### config.mk
export PLATFORM = sky130hd
export DESIGN_NAME = indexed_circular_list_store
export DESIGN_NICKNAME = d
export VERILOG_FILES = /design/src/hdl/icls_pkg.sv /design/src/hdl/icls_ram.sv /design/src/hdl/icls_mod.sv /design/src/hdl/indexed_circular_list_store.sv
export SDC_FILE = /design/constraint.sdc
export NUM_CORES = 1
export LEC_CHECK = 0
export BUFFER_PORTS_ARGS = -buffer_cell sky130_fd_sc_hd__buf_2
export CAP_MARGIN = 20
export CORE_MARGIN = 5
export CORE_UTILIZATION = 40
export DETAILED_ROUTE_END_ITERATION = 10
export GPL_ROUTABILITY_DRIVEN = 1
export GPL_TIMING_DRIVEN = 0
export SETUP_SLACK_MARGIN = 0.3
export SLEW_MARGIN = 20
export SYNTH_ARGS = -nofsm -noshare
export SYNTH_HDL_FRONTEND = slang
export SYNTH_SLANG_ARGS = --single-unit
### constraint.sdc
create_clock -name clock -period 5.2 [get_ports clock]
set_input_delay 0.52 -clock clock [delete_from_list [all_inputs] [get_ports clock]]
set_output_delay 0.52 -clock clock [all_outputs]
set_load 0.05 [all_outputs]
### src/hdl/icls_pkg.sv
// shared types and constants for the indexed circular list store
// no dependencies

package icls_pkg;

   localparam int INDEX_W       = 16;
   localparam int VALUE_W       = 32;
   localparam int KIND_W        = 2;
   localparam int DEFAULT_DEPTH = 16;

   typedef enum logic [KIND_W-1:0] {
      KIND_APPEND = 2'd0,
      KIND_READ   = 2'd1,
      KIND_WRITE  = 2'd2,
      KIND_REMOVE = 2'd3
   } kind_type;

endpackage

### src/hdl/icls_ram.sv
// entry storage: one write port, one read port, registered read data
// depends on icls_pkg

module icls_ram #(
   parameter int DEPTH = icls_pkg::DEFAULT_DEPTH
) (
   input  logic                             clock,
   input  logic                             wr_en,
   input  logic [$clog2(DEPTH)-1:0]         wr_addr,
   input  logic [icls_pkg::VALUE_W-1:0]     wr_data,
   input  logic [$clog2(DEPTH)-1:0]         rd_addr,
   output logic [icls_pkg::VALUE_W-1:0]     rd_data
);
   import icls_pkg::*;

   logic [VALUE_W-1:0] mem [DEPTH];
   logic [VALUE_W-1:0] rd_data_ff;

   always_ff @(posedge clock) begin
      if (wr_en) begin
         mem[wr_addr] <= wr_data;
      end
      rd_data_ff <= mem[rd_addr];
   end

   assign rd_data = rd_data_ff;

endmodule

### src/hdl/icls_mod.sv
// iterative remainder unit: index modulo entry count, one quotient bit per cycle
// depends on icls_pkg

module icls_mod #(
   parameter int DEPTH = icls_pkg::DEFAULT_DEPTH
) (
   input  logic                             clock,
   input  logic                             reset,
   input  logic                             start,
   input  logic [icls_pkg::INDEX_W-1:0]     dividend,
   input  logic [$clog2(DEPTH+1)-1:0]       divisor,
   output logic                             done,
   output logic [$clog2(DEPTH)-1:0]         remainder
);
   import icls_pkg::*;

   localparam int CW     = $clog2(DEPTH + 1);
   localparam int AW     = $clog2(DEPTH);
   localparam int STEP_W = $clog2(INDEX_W);

   logic               busy_ff, busy_in;
   logic               done_ff, done_in;
   logic [STEP_W-1:0]  step_ff, step_in;
   logic [INDEX_W-1:0] shift_ff, shift_in;
   logic [CW-1:0]      rem_ff, rem_in;
   logic [CW-1:0]      div_ff, div_in;
   logic [CW:0]        trial;

   always_comb begin
      busy_in  = busy_ff;
      done_in  = 1'b0;
      step_in  = step_ff;
      shift_in = shift_ff;
      rem_in   = rem_ff;
      div_in   = div_ff;
      trial    = {rem_ff, shift_ff[INDEX_W-1]};
      if (start) begin
         busy_in  = 1'b1;
         step_in  = '0;
         shift_in = dividend;
         rem_in   = '0;
         div_in   = divisor;
      end else if (busy_ff) begin
         if (trial >= {1'b0, div_ff}) begin
            rem_in = CW'(trial - {1'b0, div_ff});
         end else begin
            rem_in = trial[CW-1:0];
         end
         shift_in = {shift_ff[INDEX_W-2:0], 1'b0};
         step_in  = step_ff + STEP_W'(1);
         if (step_ff == STEP_W'(INDEX_W - 1)) begin
            busy_in = 1'b0;
            done_in = 1'b1;
         end
      end
   end

   always_ff @(posedge clock) begin
      if (reset) begin
         busy_ff <= 1'b0;
         done_ff <= 1'b0;
         step_ff <= '0;
      end else begin
         busy_ff <= busy_in;
         done_ff <= done_in;
         step_ff <= step_in;
      end
      shift_ff <= shift_in;
      rem_ff   <= rem_in;
      div_ff   <= div_in;
   end

   assign done      = done_ff;
   assign remainder = rem_ff[AW-1:0];

endmodule

### src/hdl/indexed_circular_list_store.sv
// Indexed circular list store: an ordered list of up to LIST_DEPTH signed words held in
// a synchronous RAM with entry 0 at the head. One request is worked at a time and the
// request port stalls until it is finished; a finished response waits in an output
// register, so the next request is taken while it is still pending. A read, write or
// remove first reduces the index modulo the count in a bit-serial remainder unit. A
// remove then moves each later entry forward through the single RAM port pair, by way
// of ST_SHIFT and ST_SHWR for each entry. Requests on an empty list, and appends on a
// full one, go from ST_EXEC straight to ST_DONE.
// depends on icls_pkg, icls_ram, icls_mod

module indexed_circular_list_store #(
   parameter int LIST_DEPTH = icls_pkg::DEFAULT_DEPTH
) (
   input  logic                                  clock,
   input  logic                                  reset,
   input  logic                                  req_valid,
   output logic                                  req_stall,
   input  logic [icls_pkg::KIND_W-1:0]           req_kind,
   input  logic [icls_pkg::INDEX_W-1:0]          req_index,
   input  logic signed [icls_pkg::VALUE_W-1:0]   req_value,
   output logic                                  rsp_valid,
   input  logic                                  rsp_stall,
   output logic signed [icls_pkg::VALUE_W-1:0]   rsp_read_value,
   output logic [$clog2(LIST_DEPTH+1)-1:0]       rsp_count,
   output logic                                  rsp_is_empty,
   output logic                                  rsp_error
);
   import icls_pkg::*;

   localparam int CW = $clog2(LIST_DEPTH + 1);
   localparam int AW = $clog2(LIST_DEPTH);

   typedef enum logic [2:0] {
      ST_IDLE,
      ST_EXEC,
      ST_MOD,
      ST_RDWAIT,
      ST_SHIFT,
      ST_SHWR,
      ST_DONE
   } state_type;

   state_type          state_ff, state_in;
   kind_type           kind_ff, kind_in;
   logic [INDEX_W-1:0] index_ff, index_in;
   logic [VALUE_W-1:0] value_ff, value_in;
   logic [CW-1:0]      count_ff, count_in;
   logic [AW-1:0]      ptr_ff, ptr_in;
   logic [VALUE_W-1:0] rd_ff, rd_in;
   logic               err_ff, err_in;
   logic               rsp_valid_ff, rsp_valid_in;
   logic [VALUE_W-1:0] rsp_value_ff, rsp_value_in;
   logic [CW-1:0]      rsp_count_ff, rsp_count_in;
   logic               rsp_error_ff, rsp_error_in;

   logic               ram_we;
   logic [AW-1:0]      ram_waddr;
   logic [VALUE_W-1:0] ram_wdata;
   logic [AW-1:0]      ram_raddr;
   logic [VALUE_W-1:0] ram_rdata;
   logic               mod_start;
   logic               mod_done;
   logic [AW-1:0]      mod_rem;

   icls_ram #(.DEPTH(LIST_DEPTH)) u_ram (
      .clock   (clock),
      .wr_en   (ram_we),
      .wr_addr (ram_waddr),
      .wr_data (ram_wdata),
      .rd_addr (ram_raddr),
      .rd_data (ram_rdata)
   );

   icls_mod #(.DEPTH(LIST_DEPTH)) u_mod (
      .clock     (clock),
      .reset     (reset),
      .start     (mod_start),
      .dividend  (index_ff),
      .divisor   (count_ff),
      .done      (mod_done),
      .remainder (mod_rem)
   );

   always_comb begin
      state_in     = state_ff;
      kind_in      = kind_ff;
      index_in     = index_ff;
      value_in     = value_ff;
      count_in     = count_ff;
      ptr_in       = ptr_ff;
      rd_in        = rd_ff;
      err_in       = err_ff;
      rsp_valid_in = rsp_valid_ff;
      rsp_value_in = rsp_value_ff;
      rsp_count_in = rsp_count_ff;
      rsp_error_in = rsp_error_ff;
      ram_we       = 1'b0;
      ram_waddr    = ptr_ff;
      ram_wdata    = value_ff;
      ram_raddr    = ptr_ff + AW'(1);
      mod_start    = 1'b0;

      if (rsp_valid_ff && !rsp_stall) begin
         rsp_valid_in = 1'b0;
      end

      case (state_ff)
         ST_IDLE: begin
            if (req_valid) begin
               kind_in  = kind_type'(req_kind);
               index_in = req_index;
               value_in = req_value;
               rd_in    = '0;
               err_in   = 1'b0;
               state_in = ST_EXEC;
            end
         end
         ST_EXEC: begin
            if (kind_ff == KIND_APPEND) begin
               if (count_ff == CW'(LIST_DEPTH)) begin
                  err_in = 1'b1;
               end else begin
                  ram_we    = 1'b1;
                  ram_waddr = count_ff[AW-1:0];
                  count_in  = count_ff + CW'(1);
               end
               state_in = ST_DONE;
            end else if (count_ff == '0) begin
               err_in   = (kind_ff != KIND_READ);
               state_in = ST_DONE;
            end else begin
               mod_start = 1'b1;
               state_in  = ST_MOD;
            end
         end
         ST_MOD: begin
            if (mod_done) begin
               ptr_in    = mod_rem;
               ram_raddr = mod_rem;
               case (kind_ff)
                  KIND_READ: begin
                     state_in = ST_RDWAIT;
                  end
                  KIND_WRITE: begin
                     ram_we    = 1'b1;
                     ram_waddr = mod_rem;
                     state_in  = ST_DONE;
                  end
                  default: begin
                     state_in = ST_SHIFT;
                  end
               endcase
            end
         end
         ST_RDWAIT: begin
            rd_in    = ram_rdata;
            state_in = ST_DONE;
         end
         ST_SHIFT: begin
            if ((CW'(ptr_ff) + CW'(1)) < count_ff) begin
               state_in = ST_SHWR;
            end else begin
               count_in = count_ff - CW'(1);
               state_in = ST_DONE;
            end
         end
         ST_SHWR: begin
            ram_we    = 1'b1;
            ram_wdata = ram_rdata;
            ptr_in    = ptr_ff + AW'(1);
            state_in  = ST_SHIFT;
         end
         ST_DONE: begin
            if (!rsp_valid_ff || !rsp_stall) begin
               rsp_valid_in = 1'b1;
               rsp_value_in = rd_ff;
               rsp_count_in = count_ff;
               rsp_error_in = err_ff;
               state_in     = ST_IDLE;
            end
         end
         default: begin
            state_in = ST_IDLE;
         end
      endcase
   end

   always_ff @(posedge clock) begin
      if (reset) begin
         state_ff     <= ST_IDLE;
         count_ff     <= '0;
         rsp_valid_ff <= 1'b0;
      end else begin
         state_ff     <= state_in;
         count_ff     <= count_in;
         rsp_valid_ff <= rsp_valid_in;
      end
      kind_ff      <= kind_in;
      index_ff     <= index_in;
      value_ff     <= value_in;
      ptr_ff       <= ptr_in;
      rd_ff        <= rd_in;
      err_ff       <= err_in;
      rsp_value_ff <= rsp_value_in;
      rsp_count_ff <= rsp_count_in;
      rsp_error_ff <= rsp_error_in;
   end

   assign req_stall      = (state_ff != ST_IDLE);
   assign rsp_valid      = rsp_valid_ff;
   assign rsp_read_value = rsp_value_ff;
   assign rsp_count      = rsp_count_ff;
   assign rsp_is_empty   = (rsp_count_ff == '0);
   assign rsp_error      = rsp_error_ff;

   a_count_bound: assert property (@(posedge clock) disable iff (reset)
      count_ff <= CW'(LIST_DEPTH))
      else $error("entry count above list depth");

   a_busy_after_accept: assert property (@(posedge clock) disable iff (reset)
      req_valid && !req_stall |=> req_stall)
      else $error("request port open right after a request was taken");

   a_mod_done_state: assert property (@(posedge clock) disable iff (reset)
      mod_done |-> state_ff == ST_MOD)
      else $error("remainder finished outside the index reduction step");

   a_shift_in_range: assert property (@(posedge clock) disable iff (reset)
      state_ff == ST_SHWR |-> (CW'(ptr_ff) + CW'(1)) < count_ff)
      else $error("entry move beyond the list end");

endmodule
* After elaboration in Yosys (flattened, before gate mapping)
Memories as Yosys holds them, arrays and structs flattened. A register that Yosys moved wholly into a read port is not among the register bits.
Cells that the tools add are included.
** Operators by class
- Add/subtract/negate cells :: 6
- Muxes and demuxes :: 49
- Div/mod/pow operators :: 0
- Magnitude comparators :: 2
- Equal/unequal tests :: 19
- Multipliers :: 0
- Bitwise operators :: 1
- Shift operators :: 0
- Reductions and logical operators :: 23
** Operators with widths (count)
- two-way mux 32 bit :: 2
- one-hot mux 32 bit (2 select lines) :: 1
- two-way mux 16 bit :: 2
- two-way mux 4 bit :: 7
- one-hot mux 3 bit (7 select lines) :: 1
- two-way mux 1 bit :: 20
- two-way mux 5 bit :: 4
- one-hot mux 4 bit (2 select lines) :: 2
- two-way mux 3 bit :: 5
- logical NOT 5 bit :: 2
- != test 2 bit, second input constant :: 5
- one-hot mux 5 bit (2 select lines) :: 1
- nonzero test 2 bit :: 5
- == test 3 bit, second input constant :: 3
- adder 4 x 1 -> 4 bit, second input constant :: 2
- AND reduction 2 bit :: 4
- AND reduction 4 bit :: 2
- == test 3 x 2 -> 1 bit, second input constant :: 2
- >= comparator 6 x 5 -> 1 bit :: 1
- != test 3 bit, second input constant :: 2
- one-hot mux 3 bit (2 select lines) :: 1
- adder 4 x 1 -> 5 bit, second input constant :: 1
- adder 5 x 1 -> 5 bit, second input constant :: 1
- == test 5 bit, second input constant :: 1
- other kinds (21) :: 23
** Word-level totals
- Word-level logic and storage cells :: 119
- Output and inout bits :: 41
- Bits of input ports :: 54
- Memory bits (writable) :: 512
- Memories kept :: 1
- Latch bits :: 0
- Flip-flop bits (word level) :: 166
- Bits in read-only memories :: 0
** Memory list
- u_ram.mem :: depth 16, width 32, read ports 1, clocked after Yosys merged registers in 1, write ports 1, line icls_ram.sv:16 : logic [VALUE_W-1:0] mem [DEPTH];

* Logic depth before layout (Yosys ltp)
Gate-level depths: netlist of the first run.
- Word-level depth :: 6
- Depth in mapped cells :: 12
- Mapped depth without buffers :: 9

* Cells and area by module
A second synthesis of the first run with hierarchy kept.
** Second synthesis, totals
- Cells, all modules :: 1293
- Area, all modules :: 26743.1 um2
** By module, submodules not included
- icls_ram :: area each 19835.3 um2, sequential area each 16015.4 um2, cells an instance 838, times used 1
- indexed_circular_list_store :: area each 5376.4 um2, sequential area each 3933.8 um2, cells an instance 337, times used 1
- icls_mod :: area each 1531.5 um2, sequential area each 850.8 um2, cells an instance 118, times used 1

* Worst setup path after synthesis of the first run
Ideal clock, no wire load.
- Kind :: register -> register
- From :: reg state_ff[0]
- To :: reg index_ff[0] (enable)
- Setup slack :: 1.375 ns
- Cell stages (with the launch flop) :: 4
- Buffers on the path :: 1
- Setup time :: 0.458 ns
- Period minus slack after synthesis :: 3.825 ns
- Data required time :: 4.742 ns
- Arrival :: 3.367 ns
- Path through :: dfxtp_1 clkbuf_1 or3_1 nor2_1
** Between the ends
- Word-level cells in the longest chain between the ends :: 2
** RTL lines
- start, declared :: line indexed_circular_list_store.sv:43 : state_type state_ff, state_in;
- start signal, assigned :: line indexed_circular_list_store.sv:194 : state_ff <= state_in;
- logical NOT 3 bit :: line indexed_circular_list_store.sv:107 : case (state_ff)
- AND reduction 2 bit (no source line)
- end signal, assigned :: line indexed_circular_list_store.sv:199 : index_ff <= index_in;
- end, declared :: line indexed_circular_list_store.sv:45 : logic [INDEX_W-1:0] index_ff, index_in;
No other way between the ends.
A chain may end at the register's enable or synchronous reset.

* Final worst setup path of the first run
- From :: reg kind_ff[0]
- To :: mem u_ram.mem[14][17] (enable)
** Between the ends
- Word-level cells in the longest chain between the ends :: 6
- Elaborated cells on any way between the ends :: 12
- Classes of those cells :: eq/ne (1); mux (10); reduce/logical (1)
** RTL lines
- start, declared :: line indexed_circular_list_store.sv:44 : kind_type kind_ff, kind_in;
- start signal, assigned :: line indexed_circular_list_store.sv:198 : kind_ff <= kind_in;
- == test 2 bit :: line indexed_circular_list_store.sv:140 : case (kind_ff)
- two-way mux 1 bit :: line indexed_circular_list_store.sv:140
- two-way mux 1 bit :: line indexed_circular_list_store.sv:137 : if (mod_done) begin
- one-hot mux 1 bit (3 select lines) :: line indexed_circular_list_store.sv:107
- two-way mux 1 bit :: line icls_ram.sv:20 : if (wr_en) begin
- two-way mux 1 bit (not written as such) :: line icls_ram.sv:21 : mem[wr_addr] <= wr_data;
- end, declared :: line icls_ram.sv:16
Parallel ways exist; a longest one is shown, timed or not.

==> summary.md, run 1 <==
- **status** finished clean
- **die width** 272 um
- **setup repair after global routing missed its margin** false
- **number of different library cells in the post-synthesis netlist** 62
- **worst min path class** in -> reg
- **sequential group share of total power** 50.0%
- **Port Buf Inserts** 94
- **iteration-0 DRC count of the detailed router** 1377
- **count of warnings emitted by yosys** 0
- **Crit path largest cell delay** 0.75 ns
- **number of optimization iterations in the first detailed-route pass** 5
- **number of buffer and inverter instances along the worst setup path** 2
- **end of the worst register-to-register path** u_ram.mem[14][17]
- **Combinational Power Share** 16.2%
- **total power draw** 14.7 mW
- **floorplan die area** 74100 sq um
- **pin count of the biggest net entering global routing** 27
- **DRC violation count after routing** 0
- **minimum setup slack among reg-to-reg paths** 1.10 ns
- **WHS Path Cells** 1
- **standard cell core area** 68300 sq um
- **Final Skew** 0.0140 ns
- **TritonCTS sink count** 710
- **Cell Pwr Density** 460 nW/um^2
- **cts bufs inserted** 70
- **net count of the mapped netlist** 1869
- **number of core rows** 96
- **Vert. Die Dim** 272 um
- **Data required, critical path** 5.51 ns
- **number of I/O pins** 95
- **final global-route overflow total** 0
- **quantity of gates resized following cts** 0
- **crit start category** register
- **half-perimeter wire length after detailed placement** 46.1 mm
- **DR WL met3** 4.96 mm
- **Worst setup EP type** register
- **worst-path fanout max** 20
- **Min Clock Period, post-route** 4.10 ns
- **number of hold buffers added after cts** 0
- **layout cells sized above 1** 18.2%
- **Layout area overhead** 16.3%
- **highest metal layer with signal wires** met5
- **Final #Nets** 2055
- **depth of the worst register-to-register path** 9
- **HP Start** req_value[12]
- **GR Util All Layers** 17.9%
- **Crit Path Class** reg -> reg
- **initial core utilization** 40.2%
- **reported net switching power** 4.01 mW
- **Post-synth EDFFs** 658
- **Arr. time, crit path** 4.41 ns
- **vias in the first global route** 16100
- **root buffer cell** sky130_fd_sc_hd__clkbuf_16
- **maximum resistive drop on vdd** 0.254 mV
- **cell at the slowest stage of the critical path** sky130_fd_sc_hd__nor2_4
- **maximum clock path buffer count** 3
- **Post-Syn Instances** 1795
- **first-pass GRT wire length** 101 mm
- **routed vias** 15900
- **share of synthesized registers carrying an async set or reset** 0%
- **share of the clock period used by the worst path** 78.9%
- **Post-CTS Setup Inserts** 0
- **R2R Path Start** kind_ff[0]
- **post-synthesis register bit count** 710
- **Worst Max-Slew Pin Slew** 1.11 ns
- **drt wl/cell** 23.2 um
- **Final Instance Area** 32000 sq um
- **Fmax** 0.244 GHz
- **latest clock arrival within the worst-skew pair** 0.61 ns
- **placed cell area** 29700 sq um
- **hold violation total from the final report** 0
- **clock-pin slew of the registers on the worst-case setup and hold paths** 0.06 ns
- **drt total wl** 67.7 mm
- **Lkg Pwr** 10.9 nW
- **clock network fraction of design power** 33.9%
- **internal power summed over all cells** 10.7 mW
- **antenna fix cells** 0
- **Min-Delay Endpoint** value_ff[12]
- **Total Neg Setup Slack** 0 ns
- **post-route setup slack** 1.10 ns
- **synthesized area per cell** 15.3 sq um
- **switching part of the total power** 27.3%
- **CP delay by family, top** simple AND/OR/NAND/NOR gates
- **Antenna Violating Nets Remaining** 0
- **remaining max-slew budget at the tightest pin** 25.7%
- **cell area after synthesis** 27500 sq um
- **CP Cell Sequence** inv_1 > ha_1 > and4bb_2 > a21boi_1 > nor2_1 > a222oi_1 > nand2b_1 > nor2_4 > buf_16
- **max-capacitance violation count** 0
- **number of failing setup endpoints in the final timing report** 0
- **setup slack at placement** 1.14 ns
- **most common flop cell mapped by yosys** sky130_fd_sc_hd__edfxtp_1
- **Final Max Tran Viols** 0
- **met2 WL** 33.3 mm
- **share of synthesized area occupied by flip-flops and latches** 75.7%
- **deepest level of the CTS H-tree** 3
- **sum of routed wire segments on met1** 27.9 mm
- **TritonCTS clock tree** built
- **RD Place Congestion** 0.811
- **antenna violations before repair** 2
- **via/cell ratio** 5.45
==> cells in the mapped netlist, drive strengths merged, types with 8 or more instances <==
cell type,number,area [sq um]
xnor2,8,70.1
and2,35,219
a221oi,33,333
edfxtp,658,19800
a21oi,134,671
nor2,78,293
o21ai,40,200
dfxtp,52,1040
buf,53,422
clkbuf,46,173
a32oi,31,272
nand2,279,1050
mux4,15,338
mux2i,55,554
mux2,52,589
ha,18,225
inv,20,75.1
o22ai,18,113
nand3,88,440
a22oi,17,128
==> placed cells by master (no fill, tap or decap), types with 52 or more instances in the layout <==
master	n
sky130_fd_sc_hd__a21oi_1	133
sky130_fd_sc_hd__edfxtp_1	658
sky130_fd_sc_hd__clkbuf_1	59
sky130_fd_sc_hd__nand2_1	279
sky130_fd_sc_hd__mux2i_1	54
sky130_fd_sc_hd__buf_2	113
sky130_fd_sc_hd__dfxtp_1	52
sky130_fd_sc_hd__nand3_1	88
sky130_fd_sc_hd__clkbuf_16	74
sky130_fd_sc_hd__nor2_1	61
==> layer usage <==
metal / global-route usage, % / up-vias
li1: - / 7174
met2: 30.2 / 606
met4: 5.63 / 2
met5: 0 / -
met1: 23.5 / 8022
met3: 3.48 / 101
==> power by group through the flow <==
stage	registers, mW	logic [mW]	clock network (mW)
2_1_floorplan	7.43	1.41	0
4_1_cts	7.35	2.38	5.06
5_1_grt	7.39	2.58	5.29
6_report	7.35	2.38	4.98
3_5_place_dp	7.47	2.38	0
3_3_place_gp	7.49	2.18	0
==> sequential cells by signal, indices dropped and copies added (netlist names) <==
register	count
rsp_read_value	32
u_mod.rem_ff	5
rsp_valid	1
u_mod.step_ff	4
u_ram.mem	512
rsp_count	5
err_ff	1
value_ff	32
u_mod.shift_ff	16
ptr_ff	4
u_mod.done	1
u_ram.rd_data	32
u_mod.div_ff	5
kind_ff	2
state_ff	3
rsp_error	1
count_ff	5
rd_ff	32
index_ff	16
u_mod.busy_ff	1
==> worst max path at each step <==
stage	from	to	slack, ns	cells past startpoint
6_report	kind_ff[0]	u_ram.mem[14][17]	1.10	9
5_1_grt	kind_ff[0]	u_ram.mem[0][14]	0.78	9
4_1_cts	kind_ff[0]	u_ram.mem[0][14]	1.14	9
3_5_place_dp	kind_ff[0]	u_ram.mem[0][21]	1.14	9
3_3_place_gp	kind_ff[0]	u_ram.mem[1][23]	-0.41	8
2_1_floorplan	state_ff[0]	index_ff[0]	1.38	3
==> cells by family after synthesis <==
family	after synthesis	synth area share [%]
xor+xnor	12	0.382
mux	122	5.39
fa+ha+maj	20	0.965
buf+inv	119	2.44
flops	710	75.7
compound gates	297	6.97
simple gates	515	8.20
==> through the flow <==
stage                     hold WS (ns)  utilization (%)  cells
after global placement           0.401             42.5   2771
after CTS                       0.0542             46.8   2920
after detailed placement         0.407             43.5   2791
after floorplan                  0.400                -   1795
final                           0.0860             46.8   2920
after global routing            0.0714             46.8   2920
==> layout make-up <==
class	instances	area (sq um)
Sequential cell	710	20800
Inverter	20	75.1
Multi-Input combinational cell	966	6170
Tap cell	882	1100
Clock inverter	39	309
Timing Repair Buffer	114	983
Clock buffer	90	1940
Buffer	99	594
Fill cell	5839	36400
No activity file was read; power rests on OpenSTA's default activity.
==> run 2: changes to the inputs <==
--- a/config.mk
+++ b/config.mk
@@ -5,6 +5,7 @@
 export SDC_FILE = /design/constraint.sdc
 export NUM_CORES = 1
 export LEC_CHECK = 0
+export ABC_AREA = 1
 export BUFFER_PORTS_ARGS = -buffer_cell sky130_fd_sc_hd__buf_2
 export CAP_MARGIN = 20
 export CORE_MARGIN = 5
==> constraint.sdc (replaced) <==
create_clock -name clock -period 4.2 [get_ports clock]
set_input_delay 0.42 -clock clock [delete_from_list [all_inputs] [get_ports clock]]
set_output_delay 0.42 -clock clock [all_outputs]
set_load 0.05 [all_outputs]
==> run 2 against run 1 <==
  * Clock skew rose by 0.011 ns
  * Area after synthesis grew 7.6%
  * Fmax grew 29%
  * Clock power is 28% higher
  * Flip-flop and latch count did not move
  * Sequential power rose by 25%
  * Critical path type unchanged
  * Highest routed layer unchanged
==> summary.md, run 2 <==
- **status** finished clean, unchanged
- **mux cell area share after synthesis** 0%, was 5.39%
- **number of failing setup endpoints in the final timing report** 0, unchanged
- **Final Max Tran Viols** 0, unchanged
- **Post-Synth Adder-Cell Area** 0.897%, was 0.965%
- **drt total wl** 88.3 mm, was 67.7 mm
- **maximum clock path buffer count** 3, unchanged
- **Worst Max-Slew Pin Slew** 1.16 ns, was 1.11 ns
- **half-perimeter wire length after detailed placement** 59.7 mm, was 46.1 mm
- **flip-flop count of the largest register, all copies and words added** 512, unchanged
- **depth of the worst register-to-register path** 9, unchanged
- **commonest cells in the netlist** sky130_fd_sc_hd__nand2_1, sky130_fd_sc_hd__edfxtp_1, sky130_fd_sc_hd__nand3_1, was sky130_fd_sc_hd__edfxtp_1, sky130_fd_sc_hd__nand2_1, sky130_fd_sc_hd__a21oi_1
- **remaining max-slew budget at the tightest pin** 22.8%, was 25.7%
- **Post-Syn Instances** 2694, was 1795
- **worst-path fanout max** 20, unchanged
- **crit start category** register, unchanged
- **via/cell ratio** 5.25, was 5.45
- **Min-Delay Endpoint** rsp_valid, was value_ff[12]
- **Final Core Density** 48.0%, was 46.8%
- **max-capacitance violation count** 0, unchanged
- **first-pass GRT wire length** 130 mm, was 101 mm
- **Crit Path Class** reg -> reg, unchanged
- **net count of the mapped netlist** 2768, was 1869
- **die width** 282 um, was 272 um
- **Worst setup EP type** register, unchanged
- **maximum resistive drop on vdd** 0.294 mV, was 0.254 mV
- **Arr. time, crit path** 3.47 ns, was 4.41 ns
- **commonest cells after routing, fill and taps aside** sky130_fd_sc_hd__nand2_1, sky130_fd_sc_hd__edfxtp_1, sky130_fd_sc_hd__nand3_1, was sky130_fd_sc_hd__edfxtp_1, sky130_fd_sc_hd__nand2_1, sky130_fd_sc_hd__a21oi_1
- **number of core rows** 99, was 96
- **Fmax** 0.315 GHz, was 0.244 GHz
- **Min Clock Period, post-route** 3.17 ns, was 4.10 ns
- **count of warnings emitted by yosys** 0, unchanged
- **TritonCTS sink count** 710, unchanged
- **TritonCTS clock tree** built, unchanged
- **number of optimization iterations in the first detailed-route pass** 6, was 5
- **clock-pin slew of the registers on the worst-case setup and hold paths** 0.06 ns, about the same
- **Final #Nets** 3043, was 2055
- **HP Start** rsp_stall, was req_value[12]
- **area share of xor/xnor cells in the synthesized design** 0.207%, was 0.382%
- **antenna violations before repair** 1, was 2
- **count leader, synth** sky130_fd_sc_hd__nand2_1, was sky130_fd_sc_hd__edfxtp_1
- **Cell Pwr Density** 613 nW/um^2, was 460 nW/um^2
- **synthesized area per cell** 11.0 sq um, was 15.3 sq um
- **Lkg Pwr** 14.4 nW, was 10.9 nW
- **vias in the first global route** 20600, was 16100
- **Crit path largest cell delay** 0.71 ns, was 0.75 ns
- **setup slack at placement** 1.11 ns, was 1.14 ns
- **deepest level of the CTS H-tree** 3, unchanged
- **root buffer cell** sky130_fd_sc_hd__clkbuf_16, unchanged
- **Vert. Die Dim** 282 um, was 272 um
- **most common cell after layout, fill and taps aside** sky130_fd_sc_hd__nand2_1, was sky130_fd_sc_hd__edfxtp_1
- **RD Place Congestion** 0.875, was 0.811
- **WHS Path Cells** 3, was 1
- **iteration-0 DRC count of the detailed router** 2089, was 1377
- **CP Cell Sequence** inv_1 > nand4_1 > nand3_1 > nand3_1 > inv_1 > nor2_1 > nand2_1 > nor2_4 > buf_12, was inv_1 > ha_1 > and4bb_2 > a21boi_1 > nor2_1 > a222oi_1 > nand2b_1 > nor2_4 > buf_16
- **post-synthesis share of cell area spent on and, or, nand and nor gates** 20.4%, was 8.20%
- **Layout area overhead** 18.9%, was 16.3%
- **final global-route overflow total** 0, unchanged
- **quantity of gates resized following cts** 0, unchanged
- **end of the worst register-to-register path** u_ram.mem[0][24], was u_ram.mem[14][17]
- **GR Util All Layers** 21.8%, was 17.9%
- **Port Buf Inserts** 93, was 94
- **cts bufs inserted** 76, was 70
- **setup repair after global routing missed its margin** false, unchanged
- **synthesized-area fraction occupied by ao, oa, aoi and oai cells** 1.37%, was 6.97%
- **hold violation total from the final report** 0, unchanged
- **standard cell core area** 73200 sq um, was 68300 sq um
- **leading post-synthesis cells by cell area** sky130_fd_sc_hd__edfxtp_1, sky130_fd_sc_hd__nand3_1, sky130_fd_sc_hd__nand2_1, sky130_fd_sc_hd__inv_1, sky130_fd_sc_hd__dfxtp_1, was sky130_fd_sc_hd__edfxtp_1, sky130_fd_sc_hd__nand2_1, sky130_fd_sc_hd__dfxtp_1, sky130_fd_sc_hd__a21oi_1, sky130_fd_sc_hd__mux2_2
- **post-synthesis register bit count** 710, unchanged
- **minimum setup slack among reg-to-reg paths** 1.03 ns, was 1.10 ns
- **Antenna Violating Nets Remaining** 0, unchanged
- **R2R Path Start** count_ff[1], was kind_ff[0]
- **Post-CTS Setup Inserts** 0, unchanged
- **share of the clock period used by the worst path** 75.5%, was 78.9%
- **latest clock arrival within the worst-skew pair** 0.62 ns, was 0.61 ns
- **antenna fix cells** 0, unchanged
- **proportion of netlist area held by the largest area contributor** 66.8%, was 71.9%
- **Final Skew** 0.0254 ns, was 0.0140 ns
- **routed vias** 21000, was 15900
- **cell type with the largest total area after synthesis** sky130_fd_sc_hd__edfxtp_1, unchanged
- **worst min path class** in -> reg, unchanged
- **most common flop cell mapped by yosys** sky130_fd_sc_hd__edfxtp_1, unchanged
- **DRC violation count after routing** 0, unchanged
- **number of I/O pins** 95, unchanged
- **Top reg by flops** u_ram.mem, unchanged
- **share of synthesized area occupied by flip-flops and latches** 70.3%, was 75.7%
- **post-route setup slack** 1.03 ns, was 1.10 ns
- **cell area after synthesis** 29600 sq um, was 27500 sq um
- **cell at the slowest stage of the critical path** sky130_fd_sc_hd__nor2_4, unchanged
- **number of different library cells in the post-synthesis netlist** 31, was 62
- **share of synthesized registers carrying an async set or reset** 0%, unchanged
- **drt wl/cell** 22.1 um, was 23.2 um
- **Post-synth EDFFs** 658, unchanged
- **pin count of the biggest net entering global routing** 22, was 27
- **Data required, critical path** 4.50 ns, was 5.51 ns
- **layout cells sized above 1** 13.4%, was 18.2%
- **floorplan die area** 79500 sq um, was 74100 sq um
- **dominant combinational cell family by area after synthesis** simple AND/OR/NAND/NOR gates, unchanged
- **initial core utilization** 40.4%, was 40.2%
## run 2: changes by cell type after synthesis, sizes merged, moves of 55 or more
cell	change
mux2i	-55
nand3	+516
nand2	+417
inv	+320
a21oi	-116
buf	+73
## run 2: per-layer routing
layer / vias to the layer above / share of wire [%] / GRT usage (%)
met5: - / 0.015 / 0
met4: 2 / 3.9 / 8.84
met3: 192 / 8.5 / 4.16
met2: 972 / 48 / 36.4
met1: 10100 / 40 / 28.4
li1: 9645 / - / -
## run 2: how the worst max path moves through the flow
stage	startpoint	endpoint	slack, ns	cells after the start
finish	count_ff[1]	u_ram.mem[0][24]	1.03	9
global route	count_ff[1]	u_ram.mem[0][24]	0.88	9
CTS	count_ff[1]	u_ram.mem[0][24]	1.06	9
detailed placement	count_ff[1]	u_ram.mem[0][21]	1.11	9
global placement	state_ff[1]	rd_ff[15]	-1.26	3
floorplan	state_ff[1]	rd_ff[0]	0.40	3
## run 2: timing repair
action | 4_1_cts | 5_1_grt
endpoints found under the setup margin | 0 | 0
endpoints found under the hold margin | 50 | 0
hold buffers | 50 | 0
## run 2: cell families after synthesis
logic type | count (synthesis)
AO/OA/AOI/OAI | 78
XOR/XNOR | 7
flip-flops | 710
AND/OR/NAND/NOR | 1391
adder cells (fa/ha/maj) | 20
buffers and inverters | 488
## run 2: where the power goes
group | switching (mW) | internal [mW] | total [mW]
registers | 0.246 | 8.97 | 9.21
logic | 4.38 | 1.60 | 5.98
clock network | 2.74 | 3.64 | 6.38
total | 7.37 | 14.2 | 21.6
## run 2: per-stage QoR
step | instances | power [mW] | TNS, ns | hold WS (ns) | instance area, sq um
final | 3990 | 21.6 | 0 | 0.122 | 35200
after global routing | 3990 | 22.5 | 0 | 0.137 | 35200
after CTS | 3990 | 21.6 | 0 | 0.0979 | 35200
after detailed placement | 3800 | 15.2 | 0 | 0.405 | 32300
after global placement | 3746 | 14.9 | -517.74 | 0.404 | 31300
after floorplan | 2694 | 12.8 | 0 | 0.400 | 29600
## run 2: critical path, delay by kind of cell (launching register included)
| kind | cells | cell delay, ns |
|---|---|---|
| AND/OR/NAND/NOR | 6 | 1.79 |
| buffers and inverters | 3 | 0.53 |
| flip-flops | 1 | 0.47 |
## run 2: area by class of cell
type / count / area [sq um]
Fill cell: 6547 / 38000
Sequential cell: 710 / 20800
Multi-Input combinational cell: 1496 / 6950
Clock buffer: 112 / 2160
Timing Repair Buffer: 197 / 1860
Inverter: 341 / 1280
Tap cell: 959 / 1200
Buffer: 147 / 729
Clock inverter: 28 / 189
